File: src/sv/rsi_delay.sv
// Delay line with a valid bit per stage, advanced by the pipeline enable.
module rsi_delay #(
    parameter int WIDTH = 8,
    parameter int DEPTH = 2
) (
    input  logic             aclk,
    input  logic             aresetn,
    input  logic             en,
    input  logic             vld_in,
    input  logic [WIDTH-1:0] data_in,
    output logic             vld_out,
    output logic [WIDTH-1:0] data_out
);
    logic [DEPTH-1:0] vld_reg;
    logic [WIDTH-1:0] data_reg [DEPTH];

    always_ff @(posedge aclk) begin
        if (!aresetn) begin
            vld_reg <= '0;
        end else if (en) begin
            vld_reg <= {vld_reg[DEPTH-2:0], vld_in};
        end
    end

    always_ff @(posedge aclk) begin
        if (en) begin
            data_reg[0] <= data_in;
            for (int i = 1; i < DEPTH; i++) begin
                data_reg[i] <= data_reg[i-1];
            end
        end
    end

    assign vld_out  = vld_reg[DEPTH-1];
    assign data_out = data_reg[DEPTH-1];
endmodule

File: config.mk
export PLATFORM = sky130hd
export DESIGN_NAME = rsi_delay
export DESIGN_NICKNAME = d
export VERILOG_FILES = /design/src/sv/rsi_delay.sv
export SDC_FILE = /design/constraint.sdc
export NUM_CORES = 1
export LEC_CHECK = 0
export ABC_CLOCK_PERIOD_IN_PS = 800
export BUFFER_PORTS_ARGS = -buffer_cell sky130_fd_sc_hd__buf_2
export CAP_MARGIN = 20
export CORE_MARGIN = 3
export CORE_UTILIZATION = 41
export CTS_BUF_LIST = sky130_fd_sc_hd__clkbuf_8
export DETAILED_ROUTE_END_ITERATION = 6
export PLACE_DENSITY = 0.67
export SLEW_MARGIN = 20
export SYNTH_ARGS = -nofsm -noshare
export SYNTH_HDL_FRONTEND = slang
export SYNTH_SLANG_ARGS = --single-unit
File: constraint.sdc
create_clock -name aclk -period 0.8 [get_ports aclk]
set_input_delay 0.08 -clock aclk [delete_from_list [all_inputs] [get_ports aclk]]
set_output_delay 0.08 -clock aclk [all_outputs]
set_load 0.02 [all_outputs]
# Yosys cells after proc, flatten, opt, wreduce, memory -nomap -nowiden
# Memories as Yosys holds them, arrays and structs flattened.
# Index checks and enable logic that the tools add are counted.
dict set report totals {
  in_bits 12
  mem_bits_rw 16
  mem_count 1
  output_inout_bits 9
  ff_bits 2
}
# name words word_bits rd rd_clocked_by_memory_dff wr line_no
set memory_table {}
lappend memory_table {data_reg 2 8 2 0 2 15} ;# logic [WIDTH-1:0] data_reg [DEPTH];
dict set report op_classes {
  mux 2
}
# cell count
set ops {}
lappend ops {{$mux 1} 2}

# Logic depth before layout (Yosys ltp)
dict set report depth {
  depth_word 2
  mapped_depth 2
}

# Worst setup path before layout
# Ideal clock, no wire load.
dict set report synth_path {
  path_kind {flip-flop to flip-flop}
  start {register vld_reg[1] (netlist name)}
  end {register vld_reg[1]}
  slack_ns 0.132
  stages_incl_launch_ff 3
  t_required_ns 0.735
  synth_period_minus_slack_ns 0.668
  t_arrival_ns 0.603
  cell_sequence {dfxtp_1 > mux2i_1 > nor2b_1}
}
# element line_no
set synth_rtl {}
lappend synth_rtl {{to (signal assigned)} 21} ;# vld_reg <= {vld_reg[DEPTH-2:0], vld_in};
lappend synth_rtl {{to (decl)} 14} ;# logic [DEPTH-1:0] vld_reg;

==> results.sh <==
export IMPL_post_cts_setup_buffer_count=0
export IMPL_io_buffers=20
export IMPL_clock_sinks=18
export IMPL_hold_viol_final=0
export IMPL_die_w_um=44.67
export IMPL_finalWirelength_um=782
export IMPL_cellPowerDensity_nw_per_um2=2323
export IMPL_die_y_um=44.67
export IMPL_path_max_fanout=1
export IMPL_rsz0062_at_grt="yes"
export IMPL_cts_root_buffer="clkbuf_8"
export IMPL_p_seq_share_pct=59.6
export IMPL_fillerInstances=107
export IMPL_ant_nets=0
export IMPL_drive_gt1_share_pct=50.98
export IMPL_grt_pass1_vias=286
export IMPL_max_stage_delay_ps=380
export IMPL_p_sw_share_pct=18.83
export IMPL_first_pass_iters=2
export IMPL_numCtsBuffers=3
export IMPL_grt_ovfl_total=0
export IMPL_cp_required_ps=720
export IMPL_ys_ff_latch=18
export IMPL_endpoint="data_out[0]"
export IMPL_grt_usage_pct=8.540
export IMPL_clk_latency_ps=240
export IMPL_pwr_share_clk_pct=31.9
export IMPL_synth_nets=42
export IMPL_grt_max_degree=13
export IMPL_dieArea_um2=1995
export IMPL_holdCritPathClass="input pin to register"
export IMPL_layout_commonest_cell="edfxtp_1"
export IMPL_multiInputGateArea_um2=32.53
export IMPL_worstPathCellList="buf_6"
export IMPL_path_clk_slew_ps=60
export IMPL_htree_num_levels=1
export IMPL_tightest_slew_ps=135.5
export IMPL_regToRegStartpoint="data_reg[0][4]"
export IMPL_final_cell_mix="edfxtp_1, buf_2, buf_6, clkbuf_8, dlygate4sd3_1"
export IMPL_drc_errors=0
export IMPL_r2r_end="data_reg[0][12]"
export IMPL_vias_per_cell=4.273
export IMPL_crit_arrival_ps=770
export IMPL_combinationalPowerShare_pct=8.5
export IMPL_ys_warn_count=0
export IMPL_antenna_found_initial=0
export IMPL_avgSynthCellArea_um2=20.44
export IMPL_slew_viol_final=0
export IMPL_p_int_mw=1.522
export IMPL_ys_types=5
export IMPL_start_util_pct=45.41
export IMPL_regArea_um2=521.8
export IMPL_vias=282
export IMPL_place_ws_ps=121.3
export IMPL_core_um2=1350
export IMPL_num_io_pins=21
export IMPL_critPathKind="register to output port"
export IMPL_num_rows=13
export IMPL_drv_cap=0
export IMPL_antenna_cells=0
export IMPL_syn2layout_area_growth_pct=31.63
export IMPL_critical_path_startpoint="data_reg[0][8]"
export IMPL_r2r_slack_ps=160
export IMPL_ys_seq_area_share_pct=84.90
export IMPL_cp_slowest_cell="edfxtp_1"
export IMPL_min_period_over_period_pct=105.7
export IMPL_drt_iter0_drc=2
export IMPL_reg2regPathDepth=0
export IMPL_outcome="finished, violations left"
export IMPL_period_minus_slack_ps=845.9
export IMPL_cts_tree="done"
export IMPL_violations="setup timing"
export IMPL_synth_cell_area_um2=613.1
export IMPL_path_depth=1
export IMPL_vdd_drop_max_mv=1.365
export IMPL_setup_viol=8
export IMPL_cp_top_family="flip-flops"
export IMPL_routedWlPerCell_um=11.85
export IMPL_total_power_mw=1.875
export IMPL_start_kind="register"
export IMPL_path_buf_inv=1
export IMPL_clock_skew_ps=4.302
export IMPL_whs_ps=6.960
export IMPL_p_sw_mw=0.3530
export IMPL_power_leakage_nw=0.3310
export IMPL_slew_headroom_pct=90.71
export IMPL_largest_reg_flops=16
export IMPL_clock_path_buffers=2
export IMPL_clock_fmax_mhz=1182
export IMPL_fin_nets=64
export IMPL_place_congestion=0.6224
export IMPL_setup_slack_ps=-45.90
export IMPL_crit_path_end_kind="output port"
export IMPL_grt_first_pass_wirelength_mm=1.145
export IMPL_syn_inst=30
==> metrics by stage <==
stage / cells / setup TNS (ps) / util [%] / instance area [um2]
2_1_floorplan: 30 / 0 / - / 613.1
3_5_place_dp: 59 / 0 / 51.81 / 699.4
3_3_place_gp: 59 / 0 / 51.81 / 699.4
5_1_grt: 66 / -571.0 / 59.78 / 807.0
6_report: 66 / -312.4 / 59.78 / 807.0
4_1_cts: 63 / -375.7 / 55.79 / 753.2
==> how the worst min path moves through the flow <==
stage,startpoint,to,depth (start not counted)
global placement,data_in[3],data_reg[0][3],1
floorplan,data_in[0],data_reg[0][0],0
global route,data_in[0],data_reg[0][0],1
finish,data_in[7],data_reg[0][7],1
detailed placement,data_in[7],data_reg[0][7],1
CTS,data_in[5],data_reg[0][5],1
==> cell usage after synthesis <==
| cell type | count | area share, % |
|---|---|---|
| dfxtp_1 | 2 | 6.5 |
| buf_4 | 8 | 9.8 |
| edfxtp_1 | 16 | 78 |
| nor2b_1 | 2 | 2.0 |
| mux2i_1 | 2 | 3.3 |
==> logic make-up after synthesis <==
kind of cell / after synthesis / share of synthesized area (%)
simple gates: 2 / 2.040
flops: 18 / 84.90
buf+inv: 8 / 9.796
mux: 2 / 3.265
==> repair_timing <==
action / CTS / global route
hold buffers: 0 / 3
endpoints found under the hold margin: 0 / 3
setup endpoints to repair: 9 / 9
resized for setup: 3 / 8
==> power by group through the flow <==
stage	clock network, mW	logic, mW	registers [mW]
after global routing	0.653	0.171	1.13
after floorplan	0	0.0810	1.13
final	0.597	0.160	1.12
after global placement	0	0.128	1.13
after CTS	0.611	0.138	1.12
after detailed placement	0	0.134	1.14
==> final cells by class <==
type                       count  share of cell area, %
sequential                    18                  64.65
timing repair buffer          25                  23.41
clock buffer                   3                  5.116
multi-input combinational      4                  4.031
tap                           15                  2.326
clock inverter                 1                 0.4651
==> metal layers <==
layer	GRT usage (%)	vias up	share of wire [%]
met2	14.04	16	47
met5	0	-	0
met1	8.533	125	40
met3	4.065	0	13
met4	5.422	0	0
li1	-	141	-
No activity file was read; power rests on OpenSTA's default activity.
