### src/sv/rsi_pkg.sv
// Types, constants and helpers of the ray/sphere intersection unit.
package rsi_pkg;

    localparam int unsigned WORD_W   = 32;
    localparam int unsigned NORM_W   = 18;
    localparam int unsigned WIDE_W   = 66;
    localparam int unsigned PROD_W   = 64;
    localparam int unsigned VN_W     = 31;
    localparam int unsigned IN_W     = 256;
    localparam int unsigned OUT_W    = 184;
    localparam int unsigned SQRT_LAT = 32;
    localparam int unsigned DIV_LAT  = 33;

    localparam logic [30:0] RADIUS_RESET = 31'd65536;

    typedef enum logic [1:0] {
        REG_CENTER_X = 2'd0,
        REG_CENTER_Y = 2'd1,
        REG_CENTER_Z = 2'd2,
        REG_RADIUS   = 2'd3
    } cfg_reg_t;

    typedef logic signed [WORD_W-1:0] word_t;

    // last member sits in the low bits: origin x..z, dir x..z, t_min, t_max
    typedef struct packed {
        word_t       t_max;
        word_t       t_min;
        word_t [2:0] dir;
        word_t [2:0] org;
    } ray_t;

    typedef struct packed {
        ray_t  ray;
        word_t a;
        word_t b;
        word_t c;
        logic  live;
    } sq_side_t;

    typedef struct packed {
        ray_t  ray;
        word_t q;
        logic  live;
    } dv_side_t;

    typedef struct packed {
        word_t                t;
        word_t [2:0]          p;
        logic [2:0][VN_W-1:0] vn;
        logic                 live;
    } nq_side_t;

    typedef struct packed {
        word_t       t;
        word_t [2:0] p;
        logic        len_zero;
        logic        live;
    } nd_side_t;

    localparam logic signed [WIDE_W-1:0] SAT_HI = WIDE_W'(64'sh7fff_ffff);
    localparam logic signed [WIDE_W-1:0] SAT_LO = WIDE_W'(-64'sh8000_0000);
    localparam logic signed [32:0]       NRM_HI = 33'sh0_4000_0000;
    localparam logic signed [32:0]       NRM_LO = -33'sh0_4000_0000;

    function automatic word_t sat_word(input logic signed [WIDE_W-1:0] x);
        word_t r;
        if (x > SAT_HI) begin
            r = 32'sh7fff_ffff;
        end else if (x < SAT_LO) begin
            r = 32'sh8000_0000;
        end else begin
            r = x[WORD_W-1:0];
        end
        return r;
    endfunction

    // |x| < 2^30
    function automatic logic in_norm_range(input logic signed [32:0] x);
        return (x > NRM_LO) && (x < NRM_HI);
    endfunction

endpackage

### src/sv/rsi_isqrt.sv
// Pipelined integer square root, one result bit per stage.
module rsi_isqrt (
    input  logic        aclk,
    input  logic        en,
    input  logic [63:0] rad,
    output logic [31:0] root
);
    import rsi_pkg::*;

    localparam int STEPS = SQRT_LAT;

    logic [63:0] x_reg    [STEPS-1];
    logic [33:0] rem_reg  [STEPS-1];
    logic [31:0] root_reg [STEPS];
    logic [63:0] x_in     [STEPS];
    logic [33:0] rem_in   [STEPS];
    logic [31:0] root_in  [STEPS];

    assign x_in[0]    = rad;
    assign rem_in[0]  = '0;
    assign root_in[0] = '0;

    for (genvar s = 1; s < STEPS; s++) begin : g_link
        assign x_in[s]    = x_reg[s-1];
        assign rem_in[s]  = rem_reg[s-1];
        assign root_in[s] = root_reg[s-1];
    end

    for (genvar s = 0; s < STEPS; s++) begin : g_step
        logic [35:0] rem_sh;
        logic [35:0] trial;
        logic        take;

        // bring down the next two radicand bits, try root*4+1
        assign rem_sh = {rem_in[s], x_in[s][63:62]};
        assign trial  = {2'b00, root_in[s], 2'b01};
        assign take   = (rem_sh >= trial);

        always_ff @(posedge aclk) begin
            if (en) begin
                root_reg[s] <= {root_in[s][30:0], take};
            end
        end

        if (s < STEPS - 1) begin : g_carry
            always_ff @(posedge aclk) begin
                if (en) begin
                    x_reg[s]   <= {x_in[s][61:0], 2'b00};
                    rem_reg[s] <= take ? 34'(rem_sh - trial) : rem_sh[33:0];
                end
            end
        end
    end

    assign root = root_reg[STEPS-1];
endmodule

### config.mk
export PLATFORM = sky130hd
export DESIGN_NAME = rsi_isqrt
export DESIGN_NICKNAME = d
export VERILOG_FILES = /design/src/sv/rsi_pkg.sv /design/src/sv/rsi_isqrt.sv
export SDC_FILE = /design/constraint.sdc
export NUM_CORES = 2
export LEC_CHECK = 0
export BUFFER_PORTS_ARGS = -buffer_cell sky130_fd_sc_hd__buf_4
export CORE_MARGIN = 2
export CORE_UTILIZATION = 55
export CTS_CLUSTER_SIZE = 40
export DETAILED_ROUTE_END_ITERATION = 7
export PLACE_DENSITY = 0.76
export SLEW_MARGIN = 20
export SYNTH_ARGS = -nofsm -noshare
export SYNTH_HDL_FRONTEND = slang
export SYNTH_SLANG_ARGS = --single-unit
export TNS_END_PERCENT = 50
### constraint.sdc
create_clock -name aclk -period 5.3 [get_ports aclk]
set_input_delay 1.06 -clock aclk [delete_from_list [all_inputs] [get_ports aclk]]
set_output_delay 1.06 -clock aclk [all_outputs]
set_load 0.02 [all_outputs]
---- Word-level counts from Yosys, hierarchy flattened ----
Memories as Yosys holds them, arrays and structs flattened.
Index checks and enable logic that the tools add are counted.
operators by class
  $add $sub $neg .......................... 31
  multiplexer cells ....................... 33
  magnitude comparators ................... 32
operators with widths
  cell                                                                   number
  36-bit by 34-bit >= comparator with 1-bit output                       31
  34-bit 2-to-1 mux                                                      31
  34-bit subtractor                                                      30
  2-bit by 1-bit subtractor with 3-bit output, second input constant     1
  2-bit by 1-bit >= comparator with 1-bit output, second input constant  1
  1-bit 2-to-1 mux                                                       2
word-level totals
  bits in writable memories ............... 4000
  flip-flop bits (word level) ............. 0
  memories kept ........................... 3
  input bits .............................. 66
memories
  memory    words  width  read ports  clocked after Yosys merged registers in  write ports  RTL line         source
  x_reg     31     62     31          0                                        31           rsi_isqrt.sv:12  logic [63:0] x_reg [STEPS-1];
  rem_reg   31     34     31          0                                        31           rsi_isqrt.sv:13  logic [33:0] rem_reg [STEPS-1];
  root_reg  32     32     32          0                                        32           rsi_isqrt.sv:14  logic [31:0] root_reg [STEPS];

---- Logic depth before layout (Yosys ltp) ----
An unclocked memory read counts as a cell.
  word-level depth ........................ 3
  gate-level depth with buffers ........... 14

---- Least setup slack after synthesis ----
No wires, ideal clock.
  path type ............................... reg-to-reg
  start ................................... memory rem_reg[7][20] (netlist: rem_reg[0][258])
  end ..................................... memory rem_reg[8][33] (netlist: rem_reg[0][305]) (data pin)
  path slack .............................. 1645 ps
  buffers on the path ..................... 2
  data required time ...................... 5029 ps
  data arrival time ....................... 3384 ps
  period minus slack after synthesis ...... 3655 ps
  cell stages (with the launch flop) ...... 13
  cells stage by stage .................... edfxtp_1 -> or4_1 -> or3_1 -> or3_1 -> or3_1 -> or4_1 -> or3_1 -> buf_6 -> o311ai_4 -> or4_1 -> buf_6 -> nor4_1 -> xor2_1
RTL lines
  item         RTL line
  from (decl)  rsi_isqrt.sv:13

==> impl_metrics.tcl <==
set metrics [dict create \
    outcome "complete, no violations" \
    worstPathArrival_ps 5020 \
    static-leakage-power_nw 50.12 \
    postCtsResizedCells 0 \
    timing.final.setup_violations 0 \
    ys_async_sr_fraction_pct 0 \
    grt_first_pass_wirelength_um 370100 \
    postSynthRegisterBits 2523 \
    antenna_found_initial 2 \
    via_per_inst 5.694 \
    ioPinCount 98 \
    ctsHtreeMaxLevel 5 \
    drv_cap 0 \
    dp_cells 11830 \
    drtAntennaViolNets 0 \
    die-area_um2 216000 \
    synthesis.area_per_instance_um2 13.00 \
    post-dp-hpwl_um 166100 \
    starting_density_of_the_core_pct 55.18 \
    timing_worst_slew_pin_value_ps 1120 \
    fp-row-count 169 \
    multi_input_area_um2 37730 \
    numClockSinks 2523 \
    clock_skew_ps 63.37 \
    regToRegStartpoint "rem_reg[0][258]" \
    core-area_um2 211700 \
    number_of_nets_in_the_layout 9922 \
    min_period_ps 4376 \
    power.density_cell_area_nw_per_um2 437.4 \
    routed-via-count 70150 \
    min-delay-path-class "input port to register" \
    synthToLayoutAreaGrowth_pct 11.56 \
    layout.filler_cells 15780 \
    numCtsBuffers 285 \
    layout.cells.non_filler 12320 \
    fmax_ghz 0.2285 \
    cp-end-kind "register" \
    drt-total-wl_um 235100 \
    yosysWarningCount 0 \
    rsz_0062_raised_after_global_routing "no" \
    clock_path_buffers 4 \
    synthesis.nets 9611 \
    largest_reg_flops 1003 \
    critPathMaxFanout 23 \
    number_of_global_route_vias_before_repair 69160 \
    fin_setup_tns_ps 0 \
    grt_start_max_net_pins 180 \
    main_flop_type_after_synthesis "sky130_fd_sc_hd__edfxtp_1" \
    syn_area_um2 116800 \
    firstDrtPassIters 8 \
    hold_path.startpoint "rad[25]" \
    grtUsageTotal_pct 21.46 \
    hold_violations 0 \
    final_core_utilization_pct 61.56 \
    place.gp.congestion 0.8940 \
    drv_slew 0 \
    cts.root.buffer_cell "sky130_fd_sc_hd__clkbuf_16" \
    post_drt_wl_per_cell_um 19.08 \
    min_period_over_period_pct 82.57 \
    cp_data_required_time_ps 5940 \
    io_buffer_count 97 \
    later_pin_clock_latency_in_the_skew_report_ps 930 \
    detailed_route_drc_error_count 0 \
    seq_area_frac_synth_pct 64.87 \
    synth_edf_count 2523 \
    setup_buffers_after_cts 0 \
    critPathLaunch "rem_reg[0][258]" \
    post_synth_inst_count 8983 \
    post_route_cells_drive_above_1_share_pct 7.632 \
    worstSetupStartpointType "register" \
    dr.first_iter.drc_count 6333 \
    overflow 0 \
    power.ir.vdd_worst_mv 0.4422 \
    normalized_max_slew_margin_pct 24.67 \
    worst-setup-path-type "register to register" \
    p_total_mw 56.99 \
    fp.dieW_um 464.8 \
    clk_pin_slew_worst_setup_hold_paths_ps 60 \
    synth_cell_type_count 87 \
    holdBufCountCts 0 \
    dieHeight_um 464.8 \
    final-seq-area_um2 75760 \
    clock_tree_from_tritoncts "yes" \
]
[report_power, final]
group	switching [mW]	internal (mW)	leakage, nW
clock network	7.57	11.2	4.31
logic	6.48	4.77	21.5
registers	1.70	25.2	24.3
total	15.8	41.2	50.1
[cells in the mapped netlist, types with 13 or more instances]
cell	number	share of area, %
sky130_fd_sc_hd__or3_1	97	0.52
sky130_fd_sc_hd__nor2b_1	87	0.47
sky130_fd_sc_hd__a211oi_1	34	0.22
sky130_fd_sc_hd__nor4_1	135	0.72
sky130_fd_sc_hd__nor2_1	576	1.9
sky130_fd_sc_hd__and3_1	49	0.26
sky130_fd_sc_hd__o31ai_1	64	0.41
sky130_fd_sc_hd__nand3_1	135	0.58
sky130_fd_sc_hd__and2_1	27	0.14
sky130_fd_sc_hd__nand3b_1	28	0.18
sky130_fd_sc_hd__o211ai_1	31	0.20
sky130_fd_sc_hd__nor3b_1	18	0.12
sky130_fd_sc_hd__or4_1	66	0.42
sky130_fd_sc_hd__nand4_1	103	0.55
sky130_fd_sc_hd__inv_1	733	2.4
sky130_fd_sc_hd__o21a_1	83	0.53
sky130_fd_sc_hd__nand2_1	561	1.8
sky130_fd_sc_hd__o21bai_1	51	0.33
sky130_fd_sc_hd__edfxtp_1	2523	65
sky130_fd_sc_hd__and4_1	13	0.097
sky130_fd_sc_hd__or2_2	55	0.29
sky130_fd_sc_hd__nor3_1	229	0.98
sky130_fd_sc_hd__a31oi_1	47	0.25
sky130_fd_sc_hd__clkbuf_1	137	0.44
sky130_fd_sc_hd__buf_1	15	0.048
sky130_fd_sc_hd__xor2_1	414	3.1
sky130_fd_sc_hd__nand2b_1	107	0.57
sky130_fd_sc_hd__o2111ai_1	13	0.097
sky130_fd_sc_hd__a21boi_0	18	0.12
sky130_fd_sc_hd__a21o_1	263	1.7
sky130_fd_sc_hd__o21ai_0	430	1.8
sky130_fd_sc_hd__nand4b_1	15	0.11
sky130_fd_sc_hd__mux2_2	69	0.67
sky130_fd_sc_hd__a21oi_1	586	2.5
sky130_fd_sc_hd__a2111oi_0	17	0.13
sky130_fd_sc_hd__xnor2_1	421	3.2
sky130_fd_sc_hd__ha_1	562	6.0
[per-stage QoR]
step           cell area, um^2  setup WS, ps  hold WS (ps)
2_1_floorplan           116800          1645         400.3
3_3_place_gp            121400         995.8         400.2
3_5_place_dp            121400          1003         404.5
4_1_cts                 130300         957.1         240.7
5_1_grt                 130300         708.3         260.5
6_report                130300         923.7         315.4
[final timing paths]
| path | slack [ps] | to | cells after the start |
|---|---|---|---|
| worst max register to register | 920 | rem_reg[0][305] | 10 |
| worst min-delay path | 320 | x_reg[0][25] | 1 |
| worst min register to register | 400 | x_reg[0][862] | 0 |
| worst max-delay path | 920 | rem_reg[0][305] | 10 |
[final cells by class]
class / instances / share of cell area, %
Multi-Input combinational cell: 5565 / 28.96
Clock inverter: 147 / 1.048
Sequential cell: 2523 / 58.15
Inverter: 736 / 2.120
Timing Repair Buffer: 183 / 1.233
Tap cell: 2821 / 2.709
Antenna cell: 1 / 0.001921
Clock buffer: 345 / 5.777
[placed cells by master, fill, tap and decap left out, types with 66 or more instances in the layout]
cell type,Yosys,final
sky130_fd_sc_hd__a21o_1,263,263
sky130_fd_sc_hd__a21oi_1,586,584
sky130_fd_sc_hd__buf_4,2,165
sky130_fd_sc_hd__clkbuf_16,0,293
sky130_fd_sc_hd__edfxtp_1,2523,2523
sky130_fd_sc_hd__ha_1,562,562
sky130_fd_sc_hd__inv_1,733,733
sky130_fd_sc_hd__mux2_2,69,69
sky130_fd_sc_hd__nand2_1,561,561
sky130_fd_sc_hd__nand2b_1,107,107
sky130_fd_sc_hd__nand3_1,135,135
sky130_fd_sc_hd__nand4_1,103,103
sky130_fd_sc_hd__nor2_1,576,576
sky130_fd_sc_hd__nor2b_1,87,87
sky130_fd_sc_hd__nor3_1,229,228
sky130_fd_sc_hd__nor4_1,135,135
sky130_fd_sc_hd__o21a_1,83,83
sky130_fd_sc_hd__o21ai_0,430,430
sky130_fd_sc_hd__or3_1,97,97
sky130_fd_sc_hd__or4_1,66,66
sky130_fd_sc_hd__xnor2_1,421,421
sky130_fd_sc_hd__xor2_1,414,414
[per-layer routing]
layer	up-vias	share of wire [%]	global-route usage (%)
li1	33810	-	-
met1	33750	41	26.89
met2	1999	50	37.47
met3	591	4.7	2.894
met4	0	4.1	8.865
met5	-	0	0
[kinds of logic after synthesis]
| kind of cell | share of synthesized area, % |
|---|---|
| other cells | 0.003211 |
| flops | 64.87 |
| fa+ha+maj | 6.021 |
| mux | 0.7596 |
| simple gates | 9.955 |
| compound gates | 9.229 |
| xor+xnor | 6.262 |
| buf+inv | 2.899 |
[worst max-delay path, cell delays in order (launching register included)]
cell and delay (ps):
sky130_fd_sc_hd__edfxtp_1 430, sky130_fd_sc_hd__or4_1 570, sky130_fd_sc_hd__or3_1 370, sky130_fd_sc_hd__or3_1 370, sky130_fd_sc_hd__or3_1 390, sky130_fd_sc_hd__or4_1 440
sky130_fd_sc_hd__or3_1 740, sky130_fd_sc_hd__o311ai_4 210, sky130_fd_sc_hd__or4_1 340, sky130_fd_sc_hd__nor4_1 100, sky130_fd_sc_hd__xor2_1 150
No activity file was read; power rests on OpenSTA's default activity.
